--- config.mk ---
export PLATFORM = sky130hd
export DESIGN_NAME = trackball_rotate_and_scroll_flat
export DESIGN_NICKNAME = d
export VERILOG_FILES = /design/src/hw/rtl/trs_pkg.sv /design/src/hw/rtl/trs_if.sv /design/src/hw/rtl/trs_front.sv /design/src/hw/rtl/trs_queue.sv /design/src/hw/rtl/trs_back.sv /design/src/hw/rtl/trackball_rotate_and_scroll.sv /design/src/flat_wrapper.sv
export SDC_FILE = /design/constraint.sdc
export NUM_CORES = 2
export LEC_CHECK = 0
export ABC_AREA = 1
export BUFFER_PORTS_ARGS = -buffer_cell sky130_fd_sc_hd__buf_4
export CAP_MARGIN = 25
export CORE_MARGIN = 2
export CORE_UTILIZATION = 57
export DETAILED_ROUTE_END_ITERATION = 10
export PLACE_DENSITY = 0.76
export SLEW_MARGIN = 20
export SYNTH_ARGS = -nofsm -noshare
export SYNTH_HDL_FRONTEND = slang
export SYNTH_SLANG_ARGS = --single-unit
--- constraint.sdc ---
create_clock -name clk -period 16.7 [get_ports clk]
set_clock_uncertainty 0.1 [all_clocks]
set_input_delay 4.175 -clock clk [delete_from_list [all_inputs] [get_ports clk]]
set_output_delay 4.175 -clock clk [all_outputs]
set_load 0.02 [all_outputs]
--- src/hw/rtl/trs_pkg.sv ---
package trs_pkg;

  localparam int TABLE_ANGLES = 9;
  localparam int TABLE_SHIFTS = 6;
  localparam int CFG_AW       = 4;

  // Q2.14 cos(-a) and sin(-a), a = -60 .. 60 degrees in 15 degree steps
  localparam logic signed [15:0] ROT_COS [TABLE_ANGLES] = '{
    16'sd8192, 16'sd11585, 16'sd14189, 16'sd15826, 16'sd16384,
    16'sd15826, 16'sd14189, 16'sd11585, 16'sd8192
  };
  localparam logic signed [15:0] ROT_SIN [TABLE_ANGLES] = '{
    16'sd14189, 16'sd11585, 16'sd8192, 16'sd4240, 16'sd0,
    -16'sd4240, -16'sd8192, -16'sd11585, -16'sd14189
  };
  localparam logic [2:0] SHIFT_TAB [TABLE_SHIFTS] = '{
    3'd1, 3'd2, 3'd3, 3'd4, 3'd5, 3'd6
  };

  localparam logic [1:0] REG_ROTATION = 2'd0;
  localparam logic [1:0] REG_SHIFT    = 2'd1;
  localparam logic [1:0] REG_INVERT   = 2'd2;

  typedef struct packed {
    logic              scroll;
    logic signed [7:0] rx;
    logic signed [7:0] ry;
    logic signed [8:0] add_h;
    logic signed [8:0] add_v;
    logic signed [7:0] wheel_h;
    logic signed [7:0] wheel_v;
  } trs_item_t;

endpackage

--- src/hw/rtl/trs_if.sv ---
interface trs_in_if;
  logic              valid;
  logic              ready;
  logic signed [7:0] motion_x;
  logic signed [7:0] motion_y;
  logic signed [7:0] wheel_h_in;
  logic signed [7:0] wheel_v_in;
  logic              scroll_mode;

  modport source (output valid, motion_x, motion_y, wheel_h_in, wheel_v_in, scroll_mode,
                  input ready);
  modport sink (input valid, motion_x, motion_y, wheel_h_in, wheel_v_in, scroll_mode,
                output ready);
endinterface

interface trs_out_if;
  logic              valid;
  logic              ready;
  logic signed [7:0] out_x;
  logic signed [7:0] out_y;
  logic signed [7:0] out_wheel_h;
  logic signed [7:0] out_wheel_v;

  modport source (output valid, out_x, out_y, out_wheel_h, out_wheel_v, input ready);
  modport sink (input valid, out_x, out_y, out_wheel_h, out_wheel_v, output ready);
endinterface

--- src/hw/rtl/trs_front.sv ---
module trs_front import trs_pkg::*; #(
  parameter int ANGLE_COUNT = 9
) (
  trs_in_if.sink     in_if,
  input  logic [3:0] rotation_index,
  input  logic       scroll_invert,
  input  logic       q_full,
  output logic       push,
  output trs_item_t  item
);

  localparam int AMAX = ((ANGLE_COUNT < TABLE_ANGLES) ? ANGLE_COUNT : TABLE_ANGLES) - 1;

  function automatic logic signed [7:0] rot_scale(input logic signed [24:0] sum);
    logic [24:0] mag;
    logic [10:0] q;
    logic signed [7:0] r;
    mag = sum[24] ? 25'(25'sd0 - sum) : 25'(sum);
    q   = mag[24:14];
    if (sum[24]) begin
      r = (q > 11'd128) ? -8'sd128 : 8'(11'd0 - q);
    end else begin
      r = (q > 11'd127) ? 8'sd127 : 8'(q);
    end
    return r;
  endfunction

  logic [3:0]         ai;
  logic signed [15:0] c;
  logic signed [15:0] s;
  logic signed [23:0] xc, ys, xs, yc;
  logic signed [7:0]  rx, ry;
  logic [7:0]         ax, ay;
  logic               h_win;
  logic signed [8:0]  rx9, ry9;

  assign ai = (rotation_index > 4'(AMAX)) ? 4'(AMAX) : rotation_index;
  assign c  = ROT_COS[ai];
  assign s  = ROT_SIN[ai];

  assign xc = 24'(in_if.motion_x) * 24'(c);
  assign ys = 24'(in_if.motion_y) * 24'(s);
  assign xs = 24'(in_if.motion_x) * 24'(s);
  assign yc = 24'(in_if.motion_y) * 24'(c);

  assign rx = rot_scale(25'(xc) - 25'(ys));
  assign ry = rot_scale(25'(xs) + 25'(yc));

  assign ax    = rx[7] ? 8'(8'd0 - rx) : rx;
  assign ay    = ry[7] ? 8'(8'd0 - ry) : ry;
  assign h_win = ax > ay;
  assign rx9   = 9'(rx);
  assign ry9   = 9'(ry);

  always_comb begin
    item.scroll  = in_if.scroll_mode;
    item.rx      = rx;
    item.ry      = ry;
    item.wheel_h = in_if.wheel_h_in;
    item.wheel_v = in_if.wheel_v_in;
    if (h_win) begin
      item.add_h = scroll_invert ? 9'(9'sd0 - rx9) : rx9;
      item.add_v = 9'sd0;
    end else begin
      item.add_h = 9'sd0;
      // vertical scroll runs opposite to motion
      item.add_v = scroll_invert ? ry9 : 9'(9'sd0 - ry9);
    end
  end

  assign in_if.ready = !q_full;
  assign push        = in_if.valid && !q_full;

endmodule

--- src/hw/rtl/trs_queue.sv ---
module trs_queue import trs_pkg::*; (
  input  logic      clk,
  input  logic      rst_n,
  input  logic      push,
  input  trs_item_t push_item,
  output logic      full,
  input  logic      pop,
  output logic      valid,
  output trs_item_t pop_item
);

  trs_item_t  mem_r [2];
  logic       wr_ptr_r, wr_ptr_nxt;
  logic       rd_ptr_r, rd_ptr_nxt;
  logic [1:0] cnt_r, cnt_nxt;

  assign full     = cnt_r == 2'd2;
  assign valid    = cnt_r != 2'd0;
  assign pop_item = mem_r[rd_ptr_r];

  always_comb begin
    wr_ptr_nxt = push ? !wr_ptr_r : wr_ptr_r;
    rd_ptr_nxt = pop ? !rd_ptr_r : rd_ptr_r;
    cnt_nxt    = 2'(cnt_r + {1'b0, push} - {1'b0, pop});
  end

  always_ff @(posedge clk) begin
    if (!rst_n) begin
      wr_ptr_r <= 1'b0;
      rd_ptr_r <= 1'b0;
      cnt_r    <= 2'd0;
    end else begin
      wr_ptr_r <= wr_ptr_nxt;
      rd_ptr_r <= rd_ptr_nxt;
      cnt_r    <= cnt_nxt;
    end
  end

  always_ff @(posedge clk) begin
    if (push) begin
      mem_r[wr_ptr_r] <= push_item;
    end
  end

endmodule

--- src/hw/rtl/trs_back.sv ---
module trs_back import trs_pkg::*; #(
  parameter int SHIFT_COUNT = 6
) (
  input  logic       clk,
  input  logic       rst_n,
  input  logic [2:0] shift_index,
  input  logic       item_valid,
  input  trs_item_t  item,
  output logic       pop,
  trs_out_if.source  out_if
);

  localparam int SMAX = ((SHIFT_COUNT < TABLE_SHIFTS) ? SHIFT_COUNT : TABLE_SHIFTS) - 1;

  typedef struct packed {
    logic signed [15:0] acc;
    logic signed [7:0]  wheel;
  } axis_res_t;

  function automatic logic signed [15:0] sat16(input logic signed [18:0] v);
    logic signed [15:0] r;
    if (v > 19'sd32767) begin
      r = 16'sh7FFF;
    end else if (v < -19'sd32768) begin
      r = 16'sh8000;
    end else begin
      r = 16'(v);
    end
    return r;
  endfunction

  function automatic axis_res_t apply_axis(input logic signed [15:0] acc,
                                           input logic signed [8:0]  add,
                                           input logic signed [7:0]  wheel,
                                           input logic [2:0]         sh);
    logic signed [15:0] a1;
    logic signed [15:0] q;
    logic signed [16:0] ws;
    logic signed [7:0]  nw;
    logic signed [9:0]  d;
    logic signed [18:0] dsh;
    axis_res_t          res;
    a1 = sat16(19'(acc) + 19'(add));
    q  = a1 >>> sh;
    ws = 17'(wheel) + 17'(q);
    if (ws > 17'sd127) begin
      nw = 8'sd127;
    end else if (ws < -17'sd127) begin
      nw = -8'sd127;
    end else begin
      nw = 8'(ws);
    end
    d   = 10'(nw) - 10'(wheel);
    dsh = 19'(d) <<< sh;
    if (q == 16'sd0) begin
      res.acc   = a1;
      res.wheel = wheel;
    end else begin
      res.acc   = sat16(19'(a1) - dsh);
      res.wheel = nw;
    end
    return res;
  endfunction

  logic [2:0]         si;
  logic [2:0]         sh;
  axis_res_t          h_res, v_res;
  logic signed [15:0] hacc_r, vacc_r;
  logic               out_valid_r;
  logic signed [7:0]  out_x_r, out_y_r, out_wh_r, out_wv_r;

  assign si    = (shift_index > 3'(SMAX)) ? 3'(SMAX) : shift_index;
  assign sh    = SHIFT_TAB[si];
  assign h_res = apply_axis(hacc_r, item.add_h, item.wheel_h, sh);
  assign v_res = apply_axis(vacc_r, item.add_v, item.wheel_v, sh);
  assign pop   = item_valid && (!out_valid_r || out_if.ready);

  always_ff @(posedge clk) begin
    if (!rst_n) begin
      hacc_r      <= '0;
      vacc_r      <= '0;
      out_valid_r <= 1'b0;
    end else if (pop) begin
      out_valid_r <= 1'b1;
      if (item.scroll) begin
        hacc_r <= h_res.acc;
        vacc_r <= v_res.acc;
      end
    end else if (out_if.ready) begin
      out_valid_r <= 1'b0;
    end
  end

  always_ff @(posedge clk) begin
    if (pop) begin
      if (item.scroll) begin
        out_x_r  <= 8'sd0;
        out_y_r  <= 8'sd0;
        out_wh_r <= h_res.wheel;
        out_wv_r <= v_res.wheel;
      end else begin
        out_x_r  <= item.rx;
        out_y_r  <= item.ry;
        out_wh_r <= item.wheel_h;
        out_wv_r <= item.wheel_v;
      end
    end
  end

  assign out_if.valid       = out_valid_r;
  assign out_if.out_x       = out_x_r;
  assign out_if.out_y       = out_y_r;
  assign out_if.out_wheel_h = out_wh_r;
  assign out_if.out_wheel_v = out_wv_r;

endmodule

--- src/hw/rtl/trackball_rotate_and_scroll.sv ---
// Rotates each motion report by a selectable angle and, in scroll mode, turns the
// dominant motion axis into wheel counts through two saturating 16-bit accumulators.
// The block takes one report per clock cycle while its output is taken, and passes
// each result through the queue and then the output register. The rate rests on the
// back end updating its accumulators as each report is taken. A two-entry queue
// sits between the rotation front end and the back end, and a registered output lets
// new reports come in while a result waits to be taken.
// Registers: rotation_index at 0x0, scroll_shift_index at 0x4, scroll_invert at 0x8.
module trackball_rotate_and_scroll import trs_pkg::*; #(
  parameter int ANGLE_COUNT = 9,
  parameter int SHIFT_COUNT = 6
) (
  input  logic              clk,
  input  logic              rst_n,
  trs_in_if.sink            in_if,
  trs_out_if.source         out_if,
  input  logic              psel,
  input  logic              penable,
  input  logic              pwrite,
  input  logic [CFG_AW-1:0] paddr,
  input  logic [31:0]       pwdata,
  output logic [31:0]       prdata,
  output logic              pready
);

  logic [3:0] rot_idx_r;
  logic [2:0] shift_idx_r;
  logic       invert_r;
  logic       cfg_wr;

  logic       push, q_full, q_valid, pop;
  trs_item_t  push_item, pop_item;

  assign pready = 1'b1;
  assign cfg_wr = psel && penable && pwrite && pready;

  always_ff @(posedge clk) begin
    if (!rst_n) begin
      rot_idx_r   <= 4'd1;
      shift_idx_r <= 3'd4;
      invert_r    <= 1'b0;
    end else if (cfg_wr) begin
      unique case (paddr[3:2])
        REG_ROTATION: rot_idx_r   <= pwdata[3:0];
        REG_SHIFT:    shift_idx_r <= pwdata[2:0];
        REG_INVERT:   invert_r    <= pwdata[0];
        default: ;
      endcase
    end
  end

  always_comb begin
    unique case (paddr[3:2])
      REG_ROTATION: prdata = {28'd0, rot_idx_r};
      REG_SHIFT:    prdata = {29'd0, shift_idx_r};
      REG_INVERT:   prdata = {31'd0, invert_r};
      default:      prdata = 32'd0;
    endcase
  end

  trs_front #(
    .ANGLE_COUNT(ANGLE_COUNT)
  ) u_front (
    .in_if          (in_if),
    .rotation_index (rot_idx_r),
    .scroll_invert  (invert_r),
    .q_full         (q_full),
    .push           (push),
    .item           (push_item)
  );

  trs_queue u_queue (
    .clk       (clk),
    .rst_n     (rst_n),
    .push      (push),
    .push_item (push_item),
    .full      (q_full),
    .pop       (pop),
    .valid     (q_valid),
    .pop_item  (pop_item)
  );

  trs_back #(
    .SHIFT_COUNT(SHIFT_COUNT)
  ) u_back (
    .clk         (clk),
    .rst_n       (rst_n),
    .shift_index (shift_idx_r),
    .item_valid  (q_valid),
    .item        (pop_item),
    .pop         (pop),
    .out_if      (out_if)
  );

endmodule
--- src/flat_wrapper.sv ---
// flat-port wrapper written by rule: the top's interface ports become plain ports
module trackball_rotate_and_scroll_flat import trs_pkg::*;
#(
  parameter int ANGLE_COUNT = 9,
  parameter int SHIFT_COUNT = 6
)
  (clk, rst_n, psel, penable, pwrite, paddr, pwdata, prdata, pready, in_if_valid, in_if_motion_x, in_if_motion_y, in_if_wheel_h_in, in_if_wheel_v_in, in_if_scroll_mode, in_if_ready, out_if_valid, out_if_out_x, out_if_out_y, out_if_out_wheel_h, out_if_out_wheel_v, out_if_ready);
  trs_in_if in_if_i ();
  trs_out_if out_if_i ();
  input  logic clk;
  input  logic rst_n;
  input  logic psel;
  input  logic penable;
  input  logic pwrite;
  input  logic [CFG_AW-1:0] paddr;
  input  logic [31:0] pwdata;
  output logic [31:0] prdata;
  output logic pready;
  input wire logic [$bits(in_if_i.valid)-1:0] in_if_valid;
  input wire logic [$bits(in_if_i.motion_x)-1:0] in_if_motion_x;
  input wire logic [$bits(in_if_i.motion_y)-1:0] in_if_motion_y;
  input wire logic [$bits(in_if_i.wheel_h_in)-1:0] in_if_wheel_h_in;
  input wire logic [$bits(in_if_i.wheel_v_in)-1:0] in_if_wheel_v_in;
  input wire logic [$bits(in_if_i.scroll_mode)-1:0] in_if_scroll_mode;
  output wire logic [$bits(in_if_i.ready)-1:0] in_if_ready;
  output wire logic [$bits(out_if_i.valid)-1:0] out_if_valid;
  output wire logic [$bits(out_if_i.out_x)-1:0] out_if_out_x;
  output wire logic [$bits(out_if_i.out_y)-1:0] out_if_out_y;
  output wire logic [$bits(out_if_i.out_wheel_h)-1:0] out_if_out_wheel_h;
  output wire logic [$bits(out_if_i.out_wheel_v)-1:0] out_if_out_wheel_v;
  input wire logic [$bits(out_if_i.ready)-1:0] out_if_ready;
  assign in_if_i.valid = in_if_valid;
  assign in_if_i.motion_x = in_if_motion_x;
  assign in_if_i.motion_y = in_if_motion_y;
  assign in_if_i.wheel_h_in = in_if_wheel_h_in;
  assign in_if_i.wheel_v_in = in_if_wheel_v_in;
  assign in_if_i.scroll_mode = in_if_scroll_mode;
  assign in_if_ready = in_if_i.ready;
  assign out_if_valid = out_if_i.valid;
  assign out_if_out_x = out_if_i.out_x;
  assign out_if_out_y = out_if_i.out_y;
  assign out_if_out_wheel_h = out_if_i.out_wheel_h;
  assign out_if_out_wheel_v = out_if_i.out_wheel_v;
  assign out_if_i.ready = out_if_ready;
  trackball_rotate_and_scroll #(.ANGLE_COUNT(ANGLE_COUNT), .SHIFT_COUNT(SHIFT_COUNT)) u_core (.clk(clk), .rst_n(rst_n), .in_if(in_if_i), .out_if(out_if_i), .psel(psel), .penable(penable), .pwrite(pwrite), .paddr(paddr), .pwdata(pwdata), .prdata(prdata), .pready(pready));
endmodule
# Yosys cells after proc, flatten, opt, wreduce, memory -nomap -nowiden
# Memories as Yosys holds them, arrays and structs flattened. A register that Yosys moved wholly into a read port is not among the register bits.
# Cells that the tools add are included.
[classes] mul=4 n_shift=4 n_eq_ne=3 reduce_logical=18 n_addsub=20 mux=44 bitwise=2 n_lt_le_gt_ge=21
[ops] op="two-way mux 16 bit" n=12
[ops] op="two-way mux 8 bit" n=14
[ops] op="multiplier 8 x 16 -> 24 bit" n=4
[ops] op="two-way mux 25 bit" n=2
[ops] op="subtractor 1 x 25 -> 25 bit (first input constant)" n=2
[ops] op="two-way mux 24 bit" n=2
[ops] op="> comparator 19 x 16 -> 1 bit (second input constant)" n=2
[ops] op="< comparator 19 x 16 -> 1 bit (second input constant)" n=2
[ops] op="<<< shifter 9 x 3 -> 19 bit" n=2
[ops] op="subtractor 16 x 19 -> 19 bit" n=2
[ops] op="adder 16 x 9 -> 17 bit" n=2
[ops] op="adder 8 x 16 -> 17 bit" n=2
[ops] op="> comparator 17 x 16 -> 1 bit (second input constant)" n=2
[ops] op="> comparator 17 x 8 -> 1 bit (second input constant)" n=2
[ops] op="< comparator 17 x 16 -> 1 bit (second input constant)" n=2
[ops] op="< comparator 17 x 8 -> 1 bit (second input constant)" n=2
[ops] op="logical NOT 16 bit" n=2
[ops] op=">>> shifter 16 x 3 -> 16 bit" n=2
[ops] op="subtractor 1 x 8 -> 8 bit (first input constant)" n=4
[ops] op="adder 24 x 24 -> 25 bit" n=1
[ops] op="subtractor 24 x 24 -> 25 bit" n=1
[ops] op="> comparator 11 x 7 -> 1 bit (second input constant)" n=2
[ops] op="> comparator 11 x 8 -> 1 bit (second input constant)" n=2
[ops] op="two-way mux 18 bit" n=1
[ops] op="24 further kinds" n=45
[word_totals] n_memories=4 word_cells=133 mem_bits_rw=102 out_inout_bits=67 register_bits=77 romBits=536 inputBits=76
[mem_list] memory="(no name shown)" words=16 width=16 read_ports=1 rd_ports_with_merged_regs=0 wr=0 line="trs_front.sv:39" rtl="assign s = ROT_SIN[ai];"
[mem_list] memory="(no name shown)" words=16 width=16 read_ports=1 rd_ports_with_merged_regs=0 wr=0 line="trs_front.sv:38" rtl="assign c = ROT_COS[ai];"
[mem_list] memory="u_core.u_queue.mem_r" words=2 width=51 read_ports=1 rd_ports_with_merged_regs=1 wr=1 line="trs_queue.sv:12" rtl="trs_item_t mem_r [2];"
[mem_list] memory="(no name shown)" words=8 width=3 read_ports=1 rd_ports_with_merged_regs=0 wr=0 line="trs_back.sv:73" rtl="assign sh = SHIFT_TAB[si];"

# Logic depth before layout (Yosys ltp)
[depth] ltp_word=19 mapped_depth=72 depth_no_buf=67

# Modules after synthesis
# A second synthesis with hierarchy kept.
[unflattened] hier_cells=4786 area_unflattened_um2=35700.5
[by_module_without_submodules] mod="trs_front" n_inst=1 area_each_um2=19936.6 seq_area_each_um2=0.0 cells_per_inst=2711
[by_module_without_submodules] mod="trs_back" n_inst=1 area_each_um2=10951.8 seq_area_each_um2=1621.6 cells_per_inst=1788
[by_module_without_submodules] mod="trs_queue" n_inst=1 area_each_um2=4161.5 seq_area_each_um2=3163.0 cells_per_inst=192
[by_module_without_submodules] mod="trackball_rotate_and_scroll" n_inst=1 area_each_um2=650.6 seq_area_each_um2=160.2 cells_per_inst=95

# Least setup slack after synthesis
# No wires, ideal clock.
[synth_path] path_kind="input to register" startpoint="in in_if_motion_y[0]" endpoint="mem u_core.u_queue.mem_r[0][23] (netlist name), data pin" arrival_time_ps=12868 required_ps=16325 setup_time_ps=275 slack_ps=3457 cell_stages=43 n_path_buf=2 path_cell_list="clkbuf_1 clkinv_1 nor2_1 inv_1 fa_1 fa_1 inv_1 fa_1 fa_1 inv_1 fa_1 fa_1 ha_1 a21oi_1 o21ai_0 a21oi_1 o21ai_0 a31oi_1 [... 7 more ...] nor2_2 nand4_1 nand2_1 o21ai_1 ha_1 nand3_1 nor2_1 nand4_1 nand2_1 o21ai_1 ha_1 nand2_1 nor2_1 nand2_1 a32oi_1 inv_1 o21ai_0 a21oi_1"
[synth_lines] item="from (decl)" line="flat_wrapper.sv:21" rtl="input wire logic [$bits(in_if_i.motion_y)-1:0] in_if_motion_y;"
[synth_lines] item="to (decl)" line="trs_queue.sv:12"

==> impl_metrics.csv <==
group,metric,value,unit
clock_network,clk_pin_slew,0.07,ns
placed_design,io_buffers,83,
critical_path,crit_arrival,14.82,ns
clock_network,clock_latency,0.46,ns
layout,fillers,5292,
placed_design,dp_slack,1.69,ns
critical_path,slowest_delay,0.65,ns
timing,drv_slew,0,
routing,vias_per_cell,5.42,
routing,highest_layer,"met5",
critical_path,crit_family,"adder cells",
timing,hold_violations,0,
layout,multiInputGateArea,25200,um2
worst_hold_path,hold_class,"reg -> reg",
routing,wl_per_cell,16.4,um
yosys,synth_seq_area_share,0.145,
critical_path,cp_num_cells,46,
yosys,ys_seq_elements,180,
flow_run,cap_violations,0,
routing,routed_wl,87.1,mm
clock_network,cts_resized,0,
die,coreArea,59100,um2
outcome,outcome,"completed",
die,die_h,249,um
die,rows,89,
clock_network,postCtsSetupBuffers,0,
critical_path,worst_ep_required_time,16.79,ns
routing,ant_nets,0,
routing,drtIter0Drc,2190,
critical_path,critPathLaunch,"in_if_motion_x[3]",
critical_path,startpoint_type,"primary input",
critical_path,endpoint_kind,"flip-flop",
layout,nets,5325,
routing,vias,28700,
routing,route.detailed.drc,0,
critical_path,r2r_start,"u_core.rot_idx_r[3]$_SDFFE_PN0P_",
clock_network,root_buffer,"clkbuf_16",
critical_path,reg2reg_to,"u_core.u_queue.mem_r[1][23]$_DFFE_PP_",
routing,first_pass_iters,6,
timing,fmax,0.0679,GHz
timing,layout_setup_ws,1.96,ns
die,die_x,249,um
yosys,synthArstFlopShare,0,
placed_design,hpwl,72.3,mm
clock_network,htree_levels,4,
clock_network,cts_tree,"yes",
critical_path,cp_common_cell,"inv_1",
timing,timing.slew.headroom,0.339,
critical_path,worst-path-buf-inv,10,
timing,worst_pin_slew,0.989,ns
timing,finalCritPeriodShare,0.882,
clock_network,clock_sinks,180,
grt,grt_pass1_wl,142,mm
routing,met3_length,5.49,mm
yosys,avgSynthCellArea,7.61,um2
timing,timing.final.crit_period,14.74,ns
timing,fin_tns_setup,0,ns
placed_design,gp_congestion,0.962,
critical_path,cp_max_fo,20,
grt,antenna_found_initial,1,
clock_network,cts.path.max_buffers,2,
yosys,syn_area,34200,um2
die,dieArea,62000,um2
critical_path,endpoint,"u_core.u_queue.mem_r[1][23]$_DFFE_PP_",
clock_network,cts_made_buffers,17,
yosys,synth_ff_type,"edfxtp_1",
clock_network,ctsHoldBuffers,0,
layout,seq_area,4950,um2
yosys,synth_cell_types,69,
critical_path,r2r_slack,3.66,ns
yosys,syn_inst,4492,
layout,drive_above_1_share,0.0844,
timing,grt_setup_unrepaired,"no",
yosys,yosysWarningCount,0,
critical_path,crit_slowest_cell,"clkinv_1",
die,ios,143,
critical_path,path_class,"in -> reg",
routing,met1Wirelength,35.3,mm
grt,grt_usage,0.287,
layout,syn2layout_area_growth,5.14,%
grt,grt_max_degree,54,
routing,dr_wl_met2,42.2,mm
die,start_util,0.578,
grt,grt_overflow,0,
critical_path,r2r_cells,56,
yosys,synth_edf_count,134,
timing,finalSetupViolCount,0,
grt,first_global_vias,28200,
-- state kept, by name (all words and copies together), names as in the netlist, 3 cells and up, named ones only --
signal	cells
u_core.u_back.vacc_r	16
u_core.u_queue.mem_r	102
u_core.u_back.out_if.out_x	8
u_core.u_back.hacc_r	16
u_core.rot_idx_r	4
u_core.u_back.out_if.out_wheel_h	8
u_core.u_back.out_if.out_y	8
u_core.shift_idx_r	3
u_core.u_back.out_if.out_wheel_v	8
-- cells in the mapped netlist, drive strengths merged, types with 17 or more instances --
master	n	area, um2
nand3	244	1350
a31oi	30	200
xnor2	47	419
clkbuf	64	240
fa	444	8890
dfxtp	46	921
a21oi	214	1140
inv	917	3450
buf	68	463
ha	294	3680
xor2	82	726
nor3	24	130
or2	21	131
mux2	36	405
nand2	1046	4240
edfxtp	134	4020
nand4	41	257
a21o	17	128
nor2	432	1720
o21ai	208	1080
-- layout by cell type, fill, tap and decap left out, types with 41 or more instances in the layout --
cell type  netlist  final
xor2_1          81     81
nand2_2         68     68
buf_4           38    104
fa_1           444    444
edfxtp_1       134    134
a21oi_1        201    200
nand3_1        219    219
inv_1          892    892
nand4_1         41     41
nand2_1        961    961
ha_1           294    294
o21ai_0        152    152
nor2_1         412    410
xnor2_1         46     46
o21ai_1         46     46
dfxtp_1         46     45
-- routing by layer --
layer | vias to the layer above | track usage
met5 | - | 0
met4 | 2 | 0.131
met3 | 229 | 0.0409
met2 | 981 | 0.488
met1 | 13500 | 0.363
li1 | 14000 | -
-- cell type report --
class / count / area share
antenna: 1 / 0.0000696
clock inverter: 14 / 0.00393
clock buffer: 18 / 0.0119
inverter: 925 / 0.0967
sequential: 180 / 0.138
tap: 773 / 0.0269
timing repair buffer: 104 / 0.0217
multi-input combinational: 3283 / 0.701
-- how the worst min path moves through the flow --
stage	startpoint	endpoint	slack, ns	cells past startpoint
6_report	u_core.u_queue.rd_ptr_r$_SDFFE_PN0P_	flip-flop	0.35	1
5_1_grt	u_core.u_queue.rd_ptr_r$_SDFFE_PN0P_	flip-flop	0.37	1
4_1_cts	u_core.u_queue.rd_ptr_r$_SDFFE_PN0P_	u_core.u_queue.rd_ptr_r$_SDFFE_PN0P_	0.35	1
3_5_place_dp	u_core.u_queue.rd_ptr_r$_SDFFE_PN0P_	flip-flop	0.34	1
3_3_place_gp	u_core.u_queue.rd_ptr_r$_SDFFE_PN0P_	flip-flop	0.33	1
2_1_floorplan	u_core.u_queue.rd_ptr_r$_SDFFE_PN0P_	flip-flop	0.33	1
-- stage by stage --
stage               instance area (um2)   util  std cells  hold slack [ns]
detailed placement                35400  0.598       5264            0.343
CTS                               36000  0.608       5296            0.352
finish                            36000  0.608       5298            0.350
global route                      36000  0.608       5297            0.367
global placement                  35400  0.598       5264            0.331
floorplan                         34300      -       4520            0.325
-- cell families (layout without fill, tap and decap cells) --
kind of cell	count (synthesis)	count (layout)	share of synthesized area
multiplexers	39	39	0.0127
XOR/XNOR	129	129	0.0335
AO/OA/AOI/OAI	509	509	0.0839
flip-flops	180	180	0.145
AND/OR/NAND/NOR	1838	1838	0.235
other	2	31	0.000220
adder cells (fa/ha/maj)	738	738	0.367
buffers and inverters	1057	1061	0.122
Power is not shown: default switching activity piles up to over one toggle a cycle in this logic, so the estimate is an artifact.
